--- config.mk ---
export PLATFORM = sky130hd
export DESIGN_NAME = first_fit_heap_allocator_unit
export DESIGN_NICKNAME = d
export VERILOG_FILES = /design/src/hdl/ffha_pkg.sv /design/src/hdl/ffha_cell.sv /design/src/hdl/ffha_ctrl.sv /design/src/hdl/first_fit_heap_allocator_unit.sv
export SDC_FILE = /design/constraint.sdc
export NUM_CORES = 2
export LEC_CHECK = 0
export BUFFER_PORTS_ARGS = -buffer_cell sky130_fd_sc_hd__buf_2
export CORE_AREA = 5 5 420 422
export CTS_CLUSTER_DIAMETER = 120
export DETAILED_ROUTE_END_ITERATION = 8
export DIE_AREA = 0 0 425 427
export MAX_ROUTING_LAYER = met4
export PLACE_DENSITY = 0.58
export SLEW_MARGIN = 20
export SYNTH_ARGS = -nofsm -noshare
export SYNTH_HDL_FRONTEND = slang
export SYNTH_HIERARCHICAL = 1
export SYNTH_SLANG_ARGS = --single-unit
--- constraint.sdc ---
create_clock -name clk -period 24.7 [get_ports clk]
set_input_delay 4.94 -clock clk [delete_from_list [all_inputs] [get_ports clk]]
set_output_delay 4.94 -clock clk [all_outputs]
set_load 0.02 [all_outputs]
--- src/hdl/ffha_pkg.sv ---
// Shared types, constants and codes of the first-fit heap allocator.
package ffha_pkg;

    localparam int LEN_W      = 14;
    localparam int CNT_W      = 7;
    localparam int IDX_W      = 6;
    localparam int MAX_BLOCKS = 64;

    localparam logic [LEN_W-1:0] HEADER_BYTES = 14'd9;
    localparam logic [LEN_W-1:0] HEAP_BYTES   = 14'd8192;
    localparam logic [LEN_W-1:0] LIMIT_RESET  = 14'd8000;
    localparam logic [CNT_W-1:0] FULL_COUNT   = 7'd64;
    localparam logic [CNT_W-1:0] LAST_CYCLE   = 7'd64;

    localparam logic [1:0] CMD_ALLOC   = 2'd0;
    localparam logic [1:0] CMD_RELEASE = 2'd1;
    localparam logic [1:0] CMD_COMBINE = 2'd2;
    localparam logic [1:0] CMD_NOP     = 2'd3;

    localparam logic [1:0] ST_OK      = 2'd0;
    localparam logic [1:0] ST_NOSPACE = 2'd1;
    localparam logic [1:0] ST_FULL    = 2'd2;
    localparam logic [1:0] ST_BADADDR = 2'd3;

    typedef struct packed {
        logic [1:0]       command;
        logic [LEN_W-1:0] request_size;
        logic [LEN_W-1:0] payload_address;
    } cmd_t;

    typedef struct packed {
        logic [LEN_W-1:0] result_address;
        logic [1:0]       status;
        logic [LEN_W-1:0] break_offset_now;
        logic [CNT_W-1:0] blocks_now;
    } res_t;

    typedef struct packed {
        logic [LEN_W-1:0] len;
        logic             free;
    } blk_t;

    typedef struct packed {
        logic             shift;
        logic             push;
        logic [IDX_W-1:0] entry;
    } chain_ctl_t;

    typedef struct packed {
        logic shift;
        logic load;
    } cell_ctl_t;

endpackage

--- src/hdl/ffha_cell.sv ---
// One block-table cell: holds one block entry and on a shift takes its neighbor's entry, or push_data when loaded.
module ffha_cell (
    input  logic             clk,
    input  ffha_pkg::cell_ctl_t ctl,
    input  ffha_pkg::blk_t   right,
    input  ffha_pkg::blk_t   push_data,
    output ffha_pkg::blk_t   q
);
    import ffha_pkg::*;

    blk_t q_reg;
    blk_t q_next;

    always_comb
    begin
        q_next = q_reg;
        if (ctl.shift)
        begin
            q_next = ctl.load ? push_data : right;
        end
    end

    always_ff @(posedge clk)
    begin
        q_reg <= q_next;
    end

    assign q = q_reg;
endmodule

--- src/hdl/ffha_ctrl.sv ---
// Command sequencer: streams the block table through the head cell and builds the result.
module ffha_ctrl (
    input  logic                     clk,
    input  logic                     rst_n,
    input  logic                     cmd_valid,
    output logic                     cmd_stall,
    input  ffha_pkg::cmd_t           cmd,
    output logic                     res_valid,
    input  logic                     res_stall,
    output ffha_pkg::res_t           res,
    input  logic                     cfg_we,
    input  logic [ffha_pkg::LEN_W-1:0] cfg_wdata,
    input  ffha_pkg::blk_t           head,
    output ffha_pkg::chain_ctl_t     chain,
    output ffha_pkg::blk_t           push_data
);
    import ffha_pkg::*;

    localparam logic [1:0] S_IDLE = 2'd0;
    localparam logic [1:0] S_RUN  = 2'd1;
    localparam logic [1:0] S_DONE = 2'd2;

    logic [1:0]       state_reg, state_next;
    logic [CNT_W-1:0] cyc_reg, cyc_next;
    logic [1:0]       op_reg, op_next;
    logic [LEN_W-1:0] size_reg, size_next;
    logic [LEN_W-1:0] paddr_reg, paddr_next;
    logic [CNT_W-1:0] total_reg, total_next;
    logic [CNT_W-1:0] tnew_reg, tnew_next;
    logic [LEN_W-1:0] brk_reg, brk_next;
    logic [LEN_W-1:0] limit_reg, limit_next;
    logic [LEN_W-1:0] pos_reg, pos_next;
    logic             found_reg, found_next;
    logic             ins_reg, ins_next;
    logic [CNT_W-1:0] r_reg, r_next;
    logic [1:0]       status_reg, status_next;
    logic [LEN_W-1:0] addr_reg, addr_next;
    blk_t             hold_reg, hold_next;
    blk_t             ext_reg, ext_next;
    logic             res_valid_reg, res_valid_next;
    res_t             res_reg, res_next;

    logic [LEN_W-1:0] lim;
    logic             valid_e;
    logic             is_last;
    logic             fits;
    logic             big;
    logic             grow_ok;
    logic             app_ok;
    logic             merge;
    logic             split;
    blk_t             proc;
    logic [LEN_W-1:0] step_pos;
    logic [CNT_W-1:0] entry_w;

    always_comb
    begin
        lim      = (limit_reg > HEAP_BYTES) ? HEAP_BYTES : limit_reg;
        valid_e  = cyc_reg < total_reg;
        is_last  = (cyc_reg + 7'd1) == total_reg;
        fits     = head.free && (head.len >= size_reg);
        big      = {1'b0, head.len} > ({1'b0, size_reg} + {1'b0, HEADER_BYTES});
        grow_ok  = ({2'b0, brk_reg} + {2'b0, size_reg}) <= ({2'b0, lim} + {2'b0, head.len});
        app_ok   = ({2'b0, brk_reg} + {2'b0, size_reg} + {2'b0, HEADER_BYTES})
                   <= {2'b0, lim};
        step_pos = pos_reg + HEADER_BYTES + head.len;
        merge    = (op_reg == CMD_COMBINE) && valid_e && (cyc_reg != 7'd0)
                   && hold_reg.free && head.free;
        entry_w  = FULL_COUNT - r_reg;
    end

    always_comb
    begin
        state_next     = state_reg;
        cyc_next       = cyc_reg;
        op_next        = op_reg;
        size_next      = size_reg;
        paddr_next     = paddr_reg;
        total_next     = total_reg;
        tnew_next      = tnew_reg;
        brk_next       = brk_reg;
        limit_next     = cfg_we ? cfg_wdata : limit_reg;
        pos_next       = pos_reg;
        found_next     = found_reg;
        ins_next       = ins_reg;
        r_next         = r_reg;
        status_next    = status_reg;
        addr_next      = addr_reg;
        hold_next      = hold_reg;
        ext_next       = ext_reg;
        res_valid_next = res_valid_reg && res_stall;
        res_next       = res_reg;
        proc           = head;
        split          = 1'b0;
        chain.shift    = 1'b0;
        chain.push     = 1'b0;
        chain.entry    = entry_w[IDX_W-1:0];
        push_data      = hold_reg;

        unique case (state_reg)
            S_IDLE:
            begin
                if (cmd_valid)
                begin
                    state_next  = S_RUN;
                    cyc_next    = '0;
                    op_next     = cmd.command;
                    size_next   = cmd.request_size;
                    paddr_next  = cmd.payload_address;
                    tnew_next   = total_reg;
                    pos_next    = '0;
                    found_next  = 1'b0;
                    ins_next    = 1'b0;
                    r_next      = 7'd1;
                    status_next = ST_OK;
                    addr_next   = '0;
                end
            end
            S_RUN:
            begin
                chain.shift = 1'b1;
                unique case (op_reg)
                    CMD_ALLOC:
                    begin
                        if (valid_e && !found_reg)
                        begin
                            if (fits)
                            begin
                                found_next = 1'b1;
                                if (big && (total_reg == FULL_COUNT))
                                begin
                                    status_next = ST_FULL;
                                end
                                else
                                begin
                                    addr_next = pos_reg + HEADER_BYTES;
                                    proc.len  = size_reg;
                                    proc.free = 1'b0;
                                    if (big)
                                    begin
                                        split         = 1'b1;
                                        ext_next.len  = head.len - size_reg - HEADER_BYTES;
                                        ext_next.free = 1'b1;
                                        ins_next      = 1'b1;
                                        tnew_next     = tnew_reg + 7'd1;
                                    end
                                    else
                                    begin
                                        proc.len = head.len;
                                    end
                                end
                            end
                            else
                            begin
                                pos_next = step_pos;
                                if (is_last && head.free)
                                begin
                                    found_next = 1'b1;
                                    if (grow_ok)
                                    begin
                                        proc.len  = size_reg;
                                        proc.free = 1'b0;
                                        brk_next  = brk_reg + size_reg - head.len;
                                        addr_next = brk_reg - head.len;
                                    end
                                    else
                                    begin
                                        status_next = ST_NOSPACE;
                                    end
                                end
                            end
                        end
                        else if (!found_reg && (cyc_reg == total_reg))
                        begin
                            found_next = 1'b1;
                            if (total_reg == FULL_COUNT)
                            begin
                                status_next = ST_FULL;
                            end
                            else if (app_ok)
                            begin
                                proc.len  = size_reg;
                                proc.free = 1'b0;
                                tnew_next = tnew_reg + 7'd1;
                                addr_next = brk_reg + HEADER_BYTES;
                                brk_next  = brk_reg + size_reg + HEADER_BYTES;
                            end
                            else
                            begin
                                status_next = ST_NOSPACE;
                            end
                        end
                    end
                    CMD_RELEASE:
                    begin
                        if (valid_e && !found_reg)
                        begin
                            if ((pos_reg + HEADER_BYTES) == paddr_reg)
                            begin
                                found_next = 1'b1;
                                proc.free  = 1'b1;
                            end
                            else
                            begin
                                pos_next = step_pos;
                            end
                        end
                        else if (!found_reg && (cyc_reg == LAST_CYCLE))
                        begin
                            status_next = ST_BADADDR;
                        end
                    end
                    CMD_COMBINE:
                    begin
                        if (merge)
                        begin
                            tnew_next = tnew_reg - 7'd1;
                        end
                    end
                    default:
                    begin
                        proc = head;
                    end
                endcase

                if (merge)
                begin
                    hold_next.len = hold_reg.len + HEADER_BYTES + head.len;
                    r_next        = r_reg + 7'd1;
                end
                else
                begin
                    chain.push = cyc_reg != 7'd0;
                    if (ins_reg)
                    begin
                        hold_next = ext_reg;
                        ext_next  = proc;
                    end
                    else
                    begin
                        hold_next = proc;
                        if (!split)
                        begin
                            ext_next = ext_reg;
                        end
                    end
                end

                if (cyc_reg == LAST_CYCLE)
                begin
                    state_next = S_DONE;
                end
                else
                begin
                    cyc_next = cyc_reg + 7'd1;
                end
            end
            S_DONE:
            begin
                if (!res_valid_reg || !res_stall)
                begin
                    res_valid_next           = 1'b1;
                    res_next.result_address  = (status_reg == ST_OK) ? addr_reg : '0;
                    res_next.status          = status_reg;
                    res_next.break_offset_now = brk_reg;
                    res_next.blocks_now      = tnew_reg;
                    total_next               = tnew_reg;
                    state_next               = S_IDLE;
                end
            end
            default:
            begin
                state_next = S_IDLE;
            end
        endcase
    end

    always_ff @(posedge clk or negedge rst_n)
    begin
        if (!rst_n)
        begin
            state_reg     <= S_IDLE;
            total_reg     <= '0;
            brk_reg       <= '0;
            limit_reg     <= LIMIT_RESET;
            res_valid_reg <= 1'b0;
            cyc_reg       <= '0;
            found_reg     <= 1'b0;
            ins_reg       <= 1'b0;
            r_reg         <= 7'd1;
            tnew_reg      <= '0;
        end
        else
        begin
            state_reg     <= state_next;
            total_reg     <= total_next;
            brk_reg       <= brk_next;
            limit_reg     <= limit_next;
            res_valid_reg <= res_valid_next;
            cyc_reg       <= cyc_next;
            found_reg     <= found_next;
            ins_reg       <= ins_next;
            r_reg         <= r_next;
            tnew_reg      <= tnew_next;
        end
    end

    always_ff @(posedge clk)
    begin
        op_reg     <= op_next;
        size_reg   <= size_next;
        paddr_reg  <= paddr_next;
        pos_reg    <= pos_next;
        status_reg <= status_next;
        addr_reg   <= addr_next;
        hold_reg   <= hold_next;
        ext_reg    <= ext_next;
        res_reg    <= res_next;
    end

    assign cmd_stall = state_reg != S_IDLE;
    assign res_valid = res_valid_reg;
    assign res       = res_reg;
endmodule

--- src/hdl/first_fit_heap_allocator_unit.sv ---
// Top level of the first-fit heap allocator: a chain of block cells and the command sequencer.
//
//   channel | signals                     | transaction when
//   cmd     | cmd_valid, cmd_stall, cmd   | cmd_valid high and cmd_stall low
//   res     | res_valid, res_stall, res   | res_valid high and res_stall low
//   cfg     | cfg_we, cfg_wdata           | cfg_we high
//
// Every command makes the block table take one full trip of shifts through the head cell,
// and the result is then registered in the S_DONE state.
// A result waiting under res_stall holds the sequencer until it is taken.
// Reset clears the block count, the break and the limit to 8000; the cells are not cleared.
module first_fit_heap_allocator_unit (
    input  logic                     clk,
    input  logic                     rst_n,
    input  logic                     cmd_valid,
    output logic                     cmd_stall,
    input  ffha_pkg::cmd_t           cmd,
    output logic                     res_valid,
    input  logic                     res_stall,
    output ffha_pkg::res_t           res,
    input  logic                     cfg_we,
    input  logic [ffha_pkg::LEN_W-1:0] cfg_wdata
);
    import ffha_pkg::*;

    blk_t       cell_q [MAX_BLOCKS];
    chain_ctl_t chain;
    blk_t       push_data;

    ffha_ctrl u_ctrl (
        .clk       (clk),
        .rst_n     (rst_n),
        .cmd_valid (cmd_valid),
        .cmd_stall (cmd_stall),
        .cmd       (cmd),
        .res_valid (res_valid),
        .res_stall (res_stall),
        .res       (res),
        .cfg_we    (cfg_we),
        .cfg_wdata (cfg_wdata),
        .head      (cell_q[0]),
        .chain     (chain),
        .push_data (push_data)
    );

    for (genvar k = 0; k < MAX_BLOCKS; k++)
    begin : g_cell
        cell_ctl_t ctl;
        blk_t      right;

        assign ctl = '{shift: chain.shift,
                       load:  chain.push && (chain.entry == IDX_W'(k))};
        if (k == MAX_BLOCKS - 1)
        begin : g_tail
            assign right = push_data;
        end
        else
        begin : g_body
            assign right = cell_q[k + 1];
        end

        ffha_cell u_cell (
            .clk       (clk),
            .ctl       (ctl),
            .right     (right),
            .push_data (push_data),
            .q         (cell_q[k])
        );
    end
endmodule
==> flow_summary.yaml <==
run_status:
  status: "complete, no violations"
global_route:
  grt_max_degree: 186
  antenna_found_initial: 1
  grt_use_total_pct: 14.0
  grt_pass1_vias: 31900
  grt_overflow: 0
  grt_pass1_wl_mm: 195
placed_design:
  hpwl_mm: 75.9
  port_buffers: 87
  dp_cells: 6080
  finalWeightedCongestion: 0.854
synth:
  yosys_warnings: 6
  synth_common_cells: "edfxtp_1 (1087), mux2_4 (648), mux2_2 (340)"
  synthCells: 3767
  ys.flop_type: "edfxtp_1"
  synth.distinct_cells: 87
  yosys.cell_count.top_type: "edfxtp_1"
  synth-edff-count: 1087
  synth_top_cell_by_area: "edfxtp_1"
  avgSynthCellArea_um2: 15.9
  synth.area.top_cells: "edfxtp_1 (55%), mux2_4 (16%), mux2_2 (6.4%)"
  synth_seq_cells: 1147
  seq_area_frac_synth_pct: 57.2
  syn_area_um2: 59700
  ys_async_sr_fraction_pct: 5.23
  yosys.area.top_type_share_pct: 54.7
  synth_nets: 4016
pwr:
  power.density_nw_per_um2: 130
  leakagePower_nw: 24.2
  irDropWorstVdd_mv: 0.0708
finish:
  fin_nets: 4126
  n_fill_cell: 16100
  area_growth_pct: 10.2
  largest_reg_flops: 960
  post-route-util_pct: 38.1
  instances_no_fill: 6307
  drive_above_1_share_pct: 35.6
route:
  postRouteAntennaNets: 0
  via_per_inst: 4.96
  first_pass_iters: 5
  wl_mm: 127
  detail_route.drc_violations: 0
  vias: 31300
  drtIter0Drc: 2434
  routedWlPerCell_um: 20.1
floorplanning:
  fp.dieH_um: 427
  die_area_um2: 181000
  coreArea_um2: 173000
  die_x_um: 425
  core.rowCount: 153
  start_util_pct: 34.6
  pin_count: 88
cts:
  clk_path_buf_depth: 3
  cts.sinks: 1147
  cts.repair.resized: 0
  hold_buffers: 0
  clk_pin_slew_ps: 60
  post-cts-setup-buffers: 0
  cts_max_level: 3
  cts_buffers: 119
  root_buffer: "clkbuf_16"
  clkLatencyLatePin_ps: 760
  cts_tree: "done"
setup_path:
  cp-end-kind: "output pin"
  rr_worst_depth: 28
  crit_required_ps: 19760
  path_class: "register to output pin"
  path_max_fanout: 8
  r2r_end: "u_ctrl/ext_reg[11]$_DFFE_PP_"
  cp.arrival_ps: 1700
  regToRegStartpoint: "u_ctrl/limit_reg[6]$_DFFE_PN1P_"
  critPathLaunchType: "register"
  rrSetupSlack_ps: 18450
min_path:
  hp-class: "register to register"
  min-delay-start: "u_ctrl/tnew_reg[6]$_DFFE_PN0P_"
  hold_path_end: "u_ctrl/res[6]$_DFFE_PP_"
  hold_path_depth: 0
sta:
  fin_tns_setup_ps: 0
  setup_violations: 0
  rsz0062_at_grt: "false"
  clock.fmax_mhz: 151
  maxSlewViolCount: 0
  fin_skew_ps: 70.1
  worst_pin_slew_ps: 1200
  hold_slack_ps: 497
  finalHoldViolCount: 0
  relSlewSlack_pct: 19.9
  finalCriticalPeriod_ps: 6640
  period_share_pct: 26.9
run:
  drv_cap: 0
[metal layers]
layer  wire length, um  vias up  track usage, %
met1             58700    16100            18.6
met4              2680        0            3.39
met2             60100      569            22.7
met3              5210      174            2.25
met5                 0        -               -
li1                  -    14500               -
[critical path: stages (launching register included)]
cell	delay, ps
dfrtp_1	460
nor2_1	270
inv_1	60
buf_2	160
[report_power, final]
part	leakage, nW	switching [mW]	internal, mW
Combinational	10.8	1.52	1.44
Sequential	11.4	0.317	3.38
Clock	1.98	0.798	1.08
Total	24.2	2.64	5.90
[through the flow]
step / worst slack (ps) / power [mW] / instance area [um^2]
floorplan: 16280 / 6.01 / 59700
global placement: 18170 / 6.64 / 61600
detailed placement: 18120 / 6.70 / 61600
CTS: 17990 / 8.63 / 65800
global route: 17960 / 9.02 / 65800
finish: 18060 / 8.53 / 65800
[worst max-delay path by stage]
stage	from	endpoint	cells after the start
3_5_place_dp	cmd_valid	u_ctrl/addr_reg[0]$_SDFFCE_PN0P_	7
3_3_place_gp	cmd_valid	u_ctrl/addr_reg[0]$_SDFFCE_PN0P_	7
2_1_floorplan	u_ctrl/state_reg[1]$_DFFE_PN0P_	g_cell[0].u_cell/q[0]$_DFFE_PP_	5
4_1_cts	u_ctrl/state_reg[1]$_DFFE_PN0P_	cmd_stall	3
5_1_grt	u_ctrl/state_reg[1]$_DFFE_PN0P_	cmd_stall	3
6_report	u_ctrl/state_reg[1]$_DFFE_PN0P_	cmd_stall	3
[cell families (layout without fill, tap and decap cells)]
logic type                 after synthesis  after routing  share of synthesized area [%]
and+or+nand+nor                        575            575                           4.73
DFF                                   1147           1147                           57.2
buffers and inverters                  313            527                           4.56
AOI/OAI and AO/OA                      378            378                           4.05
xor gates and xnor gates               153            153                           2.24
muxes                                 1001           1001                           22.9
other                                    0              1                              0
adders and majority gates              200            200                           4.30
[cell usage in the layout (no fill, tap or decap), types with 8 or more instances in the layout]
cell type	instances
a21o_1	27
nand4_1	19
or3_1	10
nand3_1	44
xor2_1	53
bufinv_16	15
a21boi_0	8
a211oi_1	22
clkbuf_1	12
nor4_1	15
edfxtp_1	1087
nand2_1	132
nor2b_1	24
buf_2	87
inv_1	129
clkinvlp_4	14
o21ai_0	104
nor2_4	16
nand3b_1	14
mux2_2	340
nor2_1	158
clkbuf_16	120
clkinv_1	20
clkinv_2	26
a31oi_1	18
fa_1	9
buf_4	79
and2_1	22
o21a_1	18
a21oi_1	99
mux2i_1	13
and3_1	17
nor2_2	15
ha_1	191
nor3_1	39
xnor2_1	100
dfrtp_1	53
o21bai_1	16
mux2_4	648
nand2b_1	14
[cell type report]
cell class                 count  area [um^2]  area share, %
sequential                  1147        34200           51.9
multi-input combinational   2307        23000           35.0
clock buffer                 139         3140           4.78
tap                         2325         2910           4.42
timing repair buffer         170         1120           1.70
clock inverter                86          973           1.48
inverter                     132          503          0.764
antenna                        1         2.50        0.00380
No activity file was read; power rests on OpenSTA's default activity.
